--- src/hw/rtl/itad_pkg.sv ---
// Shared types, constants and helper functions of the integer to ASCII digits unit.
package itad_pkg;

	// Port field widths
	localparam int unsigned VALUE_W_MAX   = 64;
	localparam int unsigned VALUE_W_DEF   = 64;
	localparam int unsigned CHAR_W        = 7;
	localparam int unsigned S_TDATA_W     = 64;
	localparam int unsigned M_TDATA_W     = 8;

	// Character codes
	localparam logic [CHAR_W-1:0] CHAR_ZERO   = 7'd48;
	localparam logic [CHAR_W-1:0] CHAR_X      = 7'h78;
	localparam logic [CHAR_W-1:0] ALPHA_OFS   = 7'd55;

	// Radix command codes
	localparam logic CMD_DEC = 1'b0;
	localparam logic CMD_HEX = 1'b1;

	// Back-end sequencer states
	typedef enum logic [2:0] {
		ST_IDLE,
		ST_DABBLE,
		ST_SCAN,
		ST_PFX0,
		ST_PFX1,
		ST_DIGIT
	} conv_state_t;

	// Add three to a BCD digit of five or more before it is doubled
	function automatic logic [3:0] dd_adjust(input logic [3:0] d);
		logic [3:0] r;
		r = (d >= 4'd5) ? (d + 4'd3) : d;
		return r;
	endfunction

	// Map a digit value to its upper-case ASCII character
	function automatic logic [CHAR_W-1:0] digit_char(input logic [3:0] d);
		logic [CHAR_W-1:0] c;
		c = (d > 4'd9) ? (CHAR_W'(d) + ALPHA_OFS) : (CHAR_W'(d) + CHAR_ZERO);
		return c;
	endfunction

endpackage

--- src/hw/rtl/integer_to_ascii_digits_unit.sv ---
// Top level of the integer to ASCII digits unit: front queue and converting back end.
// A decimal request is converted by the bit-serial BCD shift, one value bit a cycle; a hex
// request loads its digits straight from the value. The leading-zero scan then skips the
// zero digits above the first nonzero one; characters leave through one output register,
// one a cycle while the output is ready. Two requests queue ahead; reset empties both parts.
module integer_to_ascii_digits_unit #(
	parameter int unsigned VALUE_WIDTH = itad_pkg::VALUE_W_DEF
) (
	input  logic                           clk,
	input  logic                           arst_n,
	input  logic                           s_tvalid,
	output logic                           s_tready,
	input  logic                           s_tuser,   // [0] command
	input  logic [itad_pkg::S_TDATA_W-1:0] s_tdata,   // [63:0] value
	output logic                           m_tvalid,
	input  logic                           m_tready,
	output logic [itad_pkg::M_TDATA_W-1:0] m_tdata,   // [6:0] character, [7] zero
	output logic                           m_tlast
);

	logic                        q_valid;
	logic                        q_cmd;
	logic [VALUE_WIDTH-1:0]      q_value;
	logic                        q_pop;
	logic [itad_pkg::CHAR_W-1:0] out_char;

	// Accept and queue requests
	itad_front #(
		.VALUE_WIDTH(VALUE_WIDTH)
	) u_front (
		.clk      (clk),
		.arst_n   (arst_n),
		.s_tvalid (s_tvalid),
		.s_tready (s_tready),
		.s_tuser  (s_tuser),
		.s_tdata  (s_tdata),
		.q_valid  (q_valid),
		.q_cmd    (q_cmd),
		.q_value  (q_value),
		.q_pop    (q_pop)
	);

	// Convert and stream characters
	itad_conv #(
		.VALUE_WIDTH(VALUE_WIDTH)
	) u_conv (
		.clk       (clk),
		.arst_n    (arst_n),
		.q_valid   (q_valid),
		.q_cmd     (q_cmd),
		.q_value   (q_value),
		.q_pop     (q_pop),
		.out_valid (m_tvalid),
		.out_ready (m_tready),
		.out_char  (out_char),
		.out_last  (m_tlast)
	);

	assign m_tdata = itad_pkg::M_TDATA_W'(out_char);

endmodule

--- src/hw/rtl/itad_front.sv ---
// Front end: accepts requests, trims the value and holds them in a two-entry queue.
module itad_front #(
	parameter int unsigned VALUE_WIDTH = itad_pkg::VALUE_W_DEF
) (
	input  logic                           clk,
	input  logic                           arst_n,
	input  logic                           s_tvalid,
	output logic                           s_tready,
	input  logic                           s_tuser,   // [0] command
	input  logic [itad_pkg::S_TDATA_W-1:0] s_tdata,   // [63:0] value
	output logic                           q_valid,
	output logic                           q_cmd,
	output logic [VALUE_WIDTH-1:0]         q_value,
	input  logic                           q_pop
);

	localparam int unsigned ENT_W = VALUE_WIDTH + 1;

	logic [ENT_W-1:0] mem_q [2];
	logic             wr_ptr_q;
	logic             rd_ptr_q;
	logic [1:0]       cnt_q;
	logic             push;
	logic             pop;

	assign s_tready = (cnt_q != 2'd2);
	assign push     = s_tvalid && s_tready;
	assign q_valid  = (cnt_q != 2'd0);
	assign pop      = q_pop && q_valid;

	// Present the oldest request
	assign q_cmd   = mem_q[rd_ptr_q][ENT_W-1];
	assign q_value = mem_q[rd_ptr_q][VALUE_WIDTH-1:0];

	// Store request payload, dropping value bits above the configured width
	always_ff @(posedge clk) begin
		if (push) begin
			mem_q[wr_ptr_q] <= {s_tuser, s_tdata[VALUE_WIDTH-1:0]};
		end
	end

	// Advance pointers and occupancy
	always_ff @(posedge clk or negedge arst_n) begin
		if (!arst_n) begin
			wr_ptr_q <= 1'b0;
			rd_ptr_q <= 1'b0;
			cnt_q    <= 2'd0;
		end else begin
			if (push) begin
				wr_ptr_q <= ~wr_ptr_q;
			end
			if (pop) begin
				rd_ptr_q <= ~rd_ptr_q;
			end
			case ({push, pop})
				2'b10:   cnt_q <= cnt_q + 2'd1;
				2'b01:   cnt_q <= cnt_q - 2'd1;
				default: cnt_q <= cnt_q;
			endcase
		end
	end

`ifndef SYNTHESIS
	a_cnt_bound: assert property (@(posedge clk) disable iff (!arst_n)
		cnt_q != 2'd3)
		else $error("queue occupancy out of range");

	a_full_no_push: assert property (@(posedge clk) disable iff (!arst_n)
		(cnt_q == 2'd2 && !pop) |=> cnt_q == 2'd2)
		else $error("full queue lost an entry");

	a_ptr_track: assert property (@(posedge clk) disable iff (!arst_n)
		(cnt_q == 2'd0) |-> (wr_ptr_q == rd_ptr_q))
		else $error("empty queue with pointers apart");
`endif

endmodule

--- src/hw/rtl/itad_conv.sv ---
// Back end: converts one queued request to digits and streams the ASCII characters.
module itad_conv #(
	parameter int unsigned VALUE_WIDTH = itad_pkg::VALUE_W_DEF
) (
	input  logic                             clk,
	input  logic                             arst_n,
	input  logic                             q_valid,
	input  logic                             q_cmd,
	input  logic [VALUE_WIDTH-1:0]           q_value,
	output logic                             q_pop,
	output logic                             out_valid,
	input  logic                             out_ready,
	output logic [itad_pkg::CHAR_W-1:0]      out_char,
	output logic                             out_last
);

	localparam int unsigned NDIG = (VALUE_WIDTH * 30103) / 100000 + 1;
	localparam int unsigned HEXD = (VALUE_WIDTH + 3) / 4;
	localparam int unsigned IDXW = $clog2(NDIG);
	localparam int unsigned BCW  = $clog2(VALUE_WIDTH + 1);

	itad_pkg::conv_state_t state_q;
	itad_pkg::conv_state_t state_d;

	logic                        cmd_q;
	logic [VALUE_WIDTH-1:0]      shift_q;
	logic [BCW-1:0]              bitcnt_q;
	logic [3:0]                  digit_q [NDIG];
	logic [3:0]                  adj     [NDIG];
	logic [IDXW-1:0]             idx_q;
	logic [4*HEXD-1:0]           hex_pad;

	logic                        out_valid_q;
	logic [itad_pkg::CHAR_W-1:0] out_char_q;
	logic                        out_last_q;
	logic                        out_free;
	logic                        out_load;
	logic [itad_pkg::CHAR_W-1:0] char_d;
	logic                        last_d;
	logic                        cur_zero;

	assign out_free = !out_valid_q || out_ready;
	assign hex_pad  = (4*HEXD)'(q_value);
	assign cur_zero = (digit_q[idx_q] == 4'd0);

	// Correct each BCD digit ahead of the shift
	always_comb begin
		for (int i = 0; i < NDIG; i++) begin
			adj[i] = itad_pkg::dd_adjust(digit_q[i]);
		end
	end

	// Next state
	always_comb begin
		state_d = state_q;
		case (state_q)
			itad_pkg::ST_IDLE: begin
				if (q_valid) begin
					state_d = (q_cmd == itad_pkg::CMD_HEX) ? itad_pkg::ST_SCAN
					                                      : itad_pkg::ST_DABBLE;
				end
			end
			itad_pkg::ST_DABBLE: begin
				if (bitcnt_q == BCW'(1)) begin
					state_d = itad_pkg::ST_SCAN;
				end
			end
			itad_pkg::ST_SCAN: begin
				if (!cur_zero || idx_q == '0) begin
					state_d = (cmd_q == itad_pkg::CMD_HEX) ? itad_pkg::ST_PFX0
					                                      : itad_pkg::ST_DIGIT;
				end
			end
			itad_pkg::ST_PFX0: begin
				if (out_free) begin
					state_d = itad_pkg::ST_PFX1;
				end
			end
			itad_pkg::ST_PFX1: begin
				if (out_free) begin
					state_d = itad_pkg::ST_DIGIT;
				end
			end
			itad_pkg::ST_DIGIT: begin
				if (out_free && idx_q == '0) begin
					state_d = itad_pkg::ST_IDLE;
				end
			end
			default: state_d = itad_pkg::ST_IDLE;
		endcase
	end

	// Outputs of the sequencer
	always_comb begin
		q_pop    = 1'b0;
		out_load = 1'b0;
		char_d   = itad_pkg::CHAR_ZERO;
		last_d   = 1'b0;
		case (state_q)
			itad_pkg::ST_IDLE: begin
				q_pop = q_valid;
			end
			itad_pkg::ST_PFX0: begin
				out_load = out_free;
				char_d   = itad_pkg::CHAR_ZERO;
			end
			itad_pkg::ST_PFX1: begin
				out_load = out_free;
				char_d   = itad_pkg::CHAR_X;
			end
			itad_pkg::ST_DIGIT: begin
				out_load = out_free;
				char_d   = itad_pkg::digit_char(digit_q[idx_q]);
				last_d   = (idx_q == '0);
			end
			default: begin
				q_pop = 1'b0;
			end
		endcase
	end

	// Hold state
	always_ff @(posedge clk or negedge arst_n) begin
		if (!arst_n) begin
			state_q     <= itad_pkg::ST_IDLE;
			out_valid_q <= 1'b0;
			bitcnt_q    <= '0;
			idx_q       <= '0;
			cmd_q       <= itad_pkg::CMD_DEC;
		end else begin
			state_q <= state_d;
			if (out_load) begin
				out_valid_q <= 1'b1;
			end else if (out_ready) begin
				out_valid_q <= 1'b0;
			end
			case (state_q)
				itad_pkg::ST_IDLE: begin
					if (q_valid) begin
						cmd_q    <= q_cmd;
						bitcnt_q <= BCW'(VALUE_WIDTH);
						idx_q    <= (q_cmd == itad_pkg::CMD_HEX) ? IDXW'(HEXD - 1)
						                                         : IDXW'(NDIG - 1);
					end
				end
				itad_pkg::ST_DABBLE: begin
					bitcnt_q <= bitcnt_q - BCW'(1);
				end
				itad_pkg::ST_SCAN: begin
					if (cur_zero && idx_q != '0) begin
						idx_q <= idx_q - IDXW'(1);
					end
				end
				itad_pkg::ST_DIGIT: begin
					if (out_free && idx_q != '0) begin
						idx_q <= idx_q - IDXW'(1);
					end
				end
				default: begin
					idx_q <= idx_q;
				end
			endcase
		end
	end

	// Load digits, or shift the value into the BCD digits one bit a cycle
	always_ff @(posedge clk) begin
		if (state_q == itad_pkg::ST_IDLE && q_valid) begin
			shift_q <= q_value;
			for (int i = 0; i < NDIG; i++) begin
				if (q_cmd == itad_pkg::CMD_HEX && i < HEXD) begin
					digit_q[i] <= hex_pad[4*i +: 4];
				end else begin
					digit_q[i] <= 4'd0;
				end
			end
		end else if (state_q == itad_pkg::ST_DABBLE) begin
			shift_q <= shift_q << 1;
			digit_q[0] <= {adj[0][2:0], shift_q[VALUE_WIDTH-1]};
			for (int i = 1; i < NDIG; i++) begin
				digit_q[i] <= {adj[i][2:0], adj[i-1][3]};
			end
		end
	end

	// Output register payload
	always_ff @(posedge clk) begin
		if (out_load) begin
			out_char_q <= char_d;
			out_last_q <= last_d;
		end
	end

	assign out_valid = out_valid_q;
	assign out_char  = out_char_q;
	assign out_last  = out_last_q;

`ifndef SYNTHESIS
	a_pop_idle: assert property (@(posedge clk) disable iff (!arst_n)
		q_pop |-> (state_q == itad_pkg::ST_IDLE && q_valid))
		else $error("request taken outside idle");

	a_dabble_cnt: assert property (@(posedge clk) disable iff (!arst_n)
		(state_q == itad_pkg::ST_DABBLE) |-> (bitcnt_q != '0))
		else $error("bit counter ran out while converting");

	a_prefix_order: assert property (@(posedge clk) disable iff (!arst_n)
		(state_q == itad_pkg::ST_PFX0 && out_free) |=>
		(state_q == itad_pkg::ST_PFX1 && out_valid_q && out_char_q == itad_pkg::CHAR_ZERO))
		else $error("prefix sequence broken");

	a_last_ends: assert property (@(posedge clk) disable iff (!arst_n)
		(out_load && last_d) |=> (state_q == itad_pkg::ST_IDLE && out_last_q))
		else $error("final character did not end the conversion");
`endif

endmodule

--- config.mk ---
export PLATFORM = sky130hd
export DESIGN_NAME = integer_to_ascii_digits_unit
export DESIGN_NICKNAME = d
export VERILOG_FILES = /design/src/hw/rtl/itad_pkg.sv /design/src/hw/rtl/integer_to_ascii_digits_unit.sv /design/src/hw/rtl/itad_front.sv /design/src/hw/rtl/itad_conv.sv
export SDC_FILE = /design/constraint.sdc
export NUM_CORES = 1
export LEC_CHECK = 0
export BUFFER_PORTS_ARGS = -buffer_cell sky130_fd_sc_hd__buf_4
export CAP_MARGIN = 5
export CORE_ASPECT_RATIO = 1.75
export CORE_MARGIN = 8
export CORE_UTILIZATION = 50
export CTS_BUF_LIST = sky130_fd_sc_hd__clkbuf_16
export DETAILED_ROUTE_END_ITERATION = 10
export MAX_ROUTING_LAYER = met4
export PLACE_DENSITY = 0.63
export SLEW_MARGIN = 5
export SYNTH_ARGS = -nofsm -noshare
export SYNTH_HDL_FRONTEND = slang
export SYNTH_SLANG_ARGS = --single-unit
--- constraint.sdc ---
create_clock -name clk -period 8.23 [get_ports clk]
set_input_delay 1.646 -clock clk [delete_from_list [all_inputs] [get_ports clk]]
set_output_delay 1.646 -clock clk [all_outputs]
set_load 0.02 [all_outputs]
* Yosys cells after proc, flatten, opt, wreduce, memory -nomap -nowiden
Memories as Yosys holds them, arrays and structs flattened. Index checks and enable logic that the tools add are counted.
Operators by class: add/subtract/negate cells 26, magnitude comparators 21, eq/ne operators 17, muxes and demuxes 94, bitwise gates (word level) 38, reductions and logical operators 25
Operators with widths (number):
- $mux W4 | 55
- $mux W64 | 2
- $ge A4 B3 Y1 const B | 20
- $add A4 B2 Y4 const B | 19
- $or A1 B1 Y1 | 36
- $pmux W7 S2 | 2
- $mux W3 | 8
- $mux W5 | 4
- $pmux W3 S6 | 1
- $mux W1 | 17
- $ne A2 B1 Y1 const B | 8
- $pmux W5 S3 | 1
- $add A4 B6 Y7 const B | 2
- $mux W7 | 2
- $reduce_bool A2 Y1 | 5
- $eq A7 B1 Y1 const B | 1
- $sub A7 B1 Y7 const B | 1
- $eq A3 B2 Y1 const B | 2
- $eq A3 B3 Y1 const B | 2
- $logic_and A1 B1 Y1 | 6
- $reduce_and A6 Y1 | 1
- $logic_not A5 Y1 | 1
- $reduce_bool A5 Y1 | 1
- $sub A5 B1 Y5 const B | 1
- other kinds (19) | 23
Storage, ports and cells: flip-flop bits (word level) 93, bits in writable memories 210, bits of input ports 69, word-level logic and storage cells 234, memories 2
Memory list:
- u_front.mem_q | depth 2, bits a word 65, read ports 1, clocked after Yosys merged registers in 0, wr ports 1, RTL line itad_front.sv:19 | logic [ENT_W-1:0] mem_q [2];
- u_conv.digit_q | depth 20, bits a word 4, read ports 21, clocked after Yosys merged registers in 0, wr ports 20, RTL line itad_conv.sv:28 | logic [3:0] digit_q [NDIG];

* Depth between registers and ports, before layout
word-level depth 6, mapped depth 13, gate-level depth less buffers 10

* Modules after synthesis
A second synthesis with hierarchy kept.
Unflattened totals: cells, all modules 1206, area total of the unflattened synthesis 14855.5 um^2
By module, submodules not included:
- itad_conv | times used 1, cells an instance 985, area each 9799.4 um^2
- itad_front | times used 1, cells an instance 219, area each 5044.8 um^2
- integer_to_ascii_digits_unit | times used 1, cells an instance 2, area each 11.3 um^2

* Worst setup path after synthesis
Ideal clock, no wire load.
path kind input-to-reg, start in s_tvalid, end mem u_front.mem_q[0][0] (netlist bit) (enable), library setup time 488 ps, arrival 4464 ps, data required time 7742 ps, setup slack 3277 ps, stages on the path 2, buffers on the path 0, path through nand2_1 -> nor2_1
On the way: longest elaborated chain between the ends 3
Ends and longest elaborated chain:
- start: declaration | RTL line integer_to_ascii_digits_unit.sv:11 | input logic s_tvalid,
- $logic_and A1 B1 Y1 | RTL line itad_front.sv:27 | assign push = s_tvalid && s_tready;
- $mux W1 | RTL line itad_front.sv:37 | if (push) begin
- $mux W1 (not written as such) | RTL line itad_front.sv:38 | mem_q[wr_ptr_q] <= {s_tuser, s_tdata[VALUE_WIDTH-1:0]};
- end: declaration | RTL line itad_front.sv:19
No other way between the ends.

* Worst setup path in the final report
start reg u_conv.idx_q[1], end reg u_conv.idx_q[2]
On the way: longest elaborated chain between the ends 5, elaborated cells on any way between the ends 12
Ends and longest elaborated chain:
- start: declaration | RTL line itad_conv.sv:30 | logic [IDXW-1:0] idx_q;
- start signal: assignment | RTL line itad_conv.sv:142 | idx_q <= (q_cmd == itad_pkg::CMD_HEX) ? IDXW'(HEXD - 1)
- start signal: assignment | RTL line itad_conv.sv:151 | idx_q <= idx_q - IDXW'(1);
- start signal: assignment | RTL line itad_conv.sv:156 | idx_q <= idx_q - IDXW'(1);
- $mem_v2 Z20 W4
- $logic_not A4 Y1 | RTL line itad_conv.sv:44 | assign cur_zero = (digit_q[idx_q] == 4'd0);
- $logic_and A1 B1 Y1 | RTL line itad_conv.sv:150 | if (cur_zero && idx_q != '0) begin
- $ne A2 B1 Y1 (no source line)
- $reduce_and A4 Y1 (no source line)
Parallel ways exist; a longest one is shown, timed or not. The select of a mux whose other input is x is not followed. A chain may end at the register's enable or synchronous reset.

==> qor.csv <==
metric,value,unit
critPathBufInv,1,
synth_seq_cells,303,
tightest_slew,1.14,ns
synthCells,1099,
synth-main-ff-cell,edfxtp_1,
timing_worst_setup_path_type,reg -> reg,
port_buffers,78,
synthArstFlopShare,6.93,%
h-tree-depth,1,
post-dp-hpwl,19700,um
hold_path.class,reg -> reg,
clock.fmax,301,MHz
dr.pass1.iters,5,
post_cts_buffers,0,
num_antenna_cells,0,
reg2reg_from,u_conv.idx_q[1],
hold_violations,0,
vias_per_cell,5.67,
seq_power_share,53.2,%
syn_to_final_growth,13.7,%
endpoint_kind,register,
gp_congestion,0.875,
clockRootBuffer,clkbuf_16,
clock_sinks,303,
cts_resized,0,
final_nets,1281,
status,"complete, no violations",
min_period_over_period,40.3,%
worst-path-max-fanout,24,
peakVddDrop,0.186,mV
clockBufferDepth,3,
yosys.area.top_type,edfxtp_1,
vias,8853,
syn_nets,1215,
startpoint,u_conv.idx_q[1],
grt_antenna_before_repair,0,
clkTransAtPathRegs,0.07,ns
required,8.71,ns
die_y,240,um
fin_worst_skew,0.0246,ns
initial_utilization,50.3,%
grt_max_degree,108,
internal-power,2790,uW
p_leak,0.00605,uW
ys_seq_area_share,62.9,%
rsz0062_at_grt,false,
comb_power_share,6.6,%
ant_nets,0,
max-cap-violations,0,
wl_per_cell,18.7,um
switching_share,21.6,%
gr-usage-all-layers,17.9,%
arrival,3.80,ns
p_clk_share,40.2,%
drc,0,
finalCriticalPeriod,3.32,ns
critPathSlowestCell,mux4_2,
drv_slew,0,
syn_area,0.0143,mm^2
dieWidth,144,um
ctsHoldBuffers,0,
ys_top_cells_by_area,"edfxtp_1 59%, mux2i_1 5.0%, ha_1 4.1%",
fin_util,57.2,%
core.rowCount,82,
grt_pass1_wl,47200,um
first_iter_violations,662,
grt_pass1_vias,8906,
pwr_density_cell,219,mW/mm^2
finalSetupViolations,0,
cp_top_family,simple AND/OR/NAND/NOR gates,
power_switching,769,uW
synth_cell_type_count,69,
wl,29300,um
slowest_delay,0.55,ns
relSlewSlack,23.8,%
grt_overflow,0,
pin_count,80,
min-delay-start,u_conv.bitcnt_q[6],
syn_area_per_cell,13.0,um^2
synth_warnings,0,
synth_top_area_share,59.2,%
fin_tns_setup,0,ns
cp-start-kind,register,
fillers,2354,
path_cells,buf_4 -> mux4_2 -> a22oi_1 -> nand3_1 -> mux2i_1 -> ha_1 -> nand2_1 -> nor4b_2 -> a21oi_1 -> or4_1 -> o211ai_1,
drive_above_1_share,13.6,%
synth-edff-count,282,
dieArea,0.0345,mm^2
fp.coreArea,0.0284,mm^2
cts_tree,yes,
numCtsBuffers,28,
insertion_delay,0.57,ns
==> worst paths after layout <==
kind	endpoint	slack (ns)	cells past startpoint
worst min-delay path	u_conv.bitcnt_q[6]	0.49	1
worst min register to register	u_conv.bitcnt_q[6]	0.49	1
min in group asynchronous	u_conv.out_valid	0.96	1
max in group asynchronous	u_front.rd_ptr_q	7.01	1
worst max-delay path	u_conv.idx_q[2]	4.91	11
worst max register to register	u_conv.idx_q[2]	4.91	11
==> cells in the mapped netlist (2+ instances only) <==
library cell / n
nor2b_1: 4
o22ai_1: 50
xor2_1: 20
mux4_2: 13
mux2i_1: 72
nand2_1: 95
o32ai_1: 16
a2bb2oi_1: 2
a22oi_1: 4
dfrtp_1: 21
or4_1: 4
inv_1: 49
o31ai_1: 4
edfxtp_1: 282
a31oi_1: 2
mux2_2: 2
buf_6: 2
ha_1: 47
a21o_1: 3
xnor2_1: 25
buf_2: 8
a21oi_1: 69
buf_1: 5
nor4_1: 3
o211ai_1: 3
nand3_1: 14
nand2b_1: 23
o21ai_0: 97
nor3_1: 11
clkbuf_1: 36
nor2_1: 50
nand4_1: 3
nor3b_1: 18
or3_1: 3
mux4_1: 4
nand3b_1: 2
==> state kept, by name, summed over array words and instances (netlist names) <==
| register | cells |
|---|---|
| u_front.mem_q | 130 |
| u_conv.digit_q | 80 |
| u_conv.shift_q | 64 |
| u_conv.bitcnt_q | 7 |
| u_conv.out_char | 7 |
| u_conv.idx_q | 5 |
| u_conv.state_q | 3 |
| u_front.cnt_q | 2 |
| u_conv.cmd_q | 1 |
| u_conv.out_last | 1 |
| u_conv.out_valid | 1 |
| u_front.rd_ptr_q | 1 |
| u_front.wr_ptr_q | 1 |
==> through the flow <==
stage / area [um^2] / cells / worst slack [ns] / hold slack [ns] / power, uW
6_report: 16300 / 1562 / 4.91 / 0.491 / 3560
5_1_grt: 16300 / 1562 / 4.68 / 0.509 / 3680
4_1_cts: 16300 / 1562 / 4.93 / 0.482 / 3600
3_5_place_dp: 15300 / 1513 / 4.94 / 0.471 / 2170
3_3_place_gp: 15300 / 1513 / 5.07 / 0.458 / 2170
2_1_floorplan: 14300 / 1099 / 3.28 / 0.446 / 2050
==> metal layers <==
metal  GRT usage [%]  vias up  wire length [um]
li1                -     4270                 -
met1            20.3     4379             11800
met2            32.4      171             16000
met3            1.82       33              1030
met4            5.06        0               523
met5               -        -                 0
==> cells in the final DEF, fill, tap and decap left out, types with 2 or more instances in the layout <==
cell type / n
or4_1: 3
o31ai_1: 4
o22ai_1: 50
nand2_1: 92
bufinv_16: 8
nor2_1: 49
inv_1: 53
a2bb2oi_1: 2
ha_1: 47
clkbuf_16: 28
clkinv_1: 5
a21o_1: 3
nor3b_1: 18
o21ai_0: 97
dfrtp_1: 20
buf_4: 88
a21oi_1: 69
a22oi_1: 4
mux4_1: 4
nor2b_1: 4
o32ai_1: 16
nand2b_1: 23
nor4_1: 3
mux2i_1: 72
nand4_1: 3
mux4_2: 13
edfxtp_1: 282
clkinv_2: 2
nand2_2: 2
o211ai_1: 3
nor3_1: 11
a31oi_1: 2
xor2_1: 20
mux2_2: 2
xnor2_1: 25
nand3_1: 14
nand3b_1: 2
or3_1: 3
==> cells by family after synthesis <==
family	Yosys count	share of synthesized area, %
multiplexers	93	8.16
adder cells (fa/ha/maj)	47	4.11
buffers and inverters	103	2.90
other	1	0.0262
flip-flops	303	62.9
XOR/XNOR	45	2.75
AND/OR/NAND/NOR	238	8.02
AO/OA/AOI/OAI	269	11.2
==> power by group through the flow <==
stage	registers [uW]	clock network, uW	logic, uW
4_1_cts	1890	1460	247
5_1_grt	1900	1520	263
2_1_floorplan	1930	0	126
3_5_place_dp	1930	0	246
6_report	1890	1430	233
3_3_place_gp	1920	0	244
==> layout make-up <==
class                   count  area [um^2]  area share [%]
multi-input cells         693         4930            30.3
repair buffers             88          661            4.06
inverters                  51          191            1.18
clock inverters            21          313            1.92
flip-flops and latches    303         9000            55.3
well taps                 378          473            2.91
clock buffers              28          701            4.31
==> worst register-to-register path: stages, from the launching register on <==
cell and delay [ns]:
dfrtp_1 0.32, buf_4 0.29, mux4_2 0.56, a22oi_1 0.19
nand3_1 0.14, mux2i_1 0.31, ha_1 0.25, nand2_1 0.09
nor4b_2 0.26, a21oi_1 0.20, or4_1 0.53, o211ai_1 0.10
(Power assumes the default switching activity.)
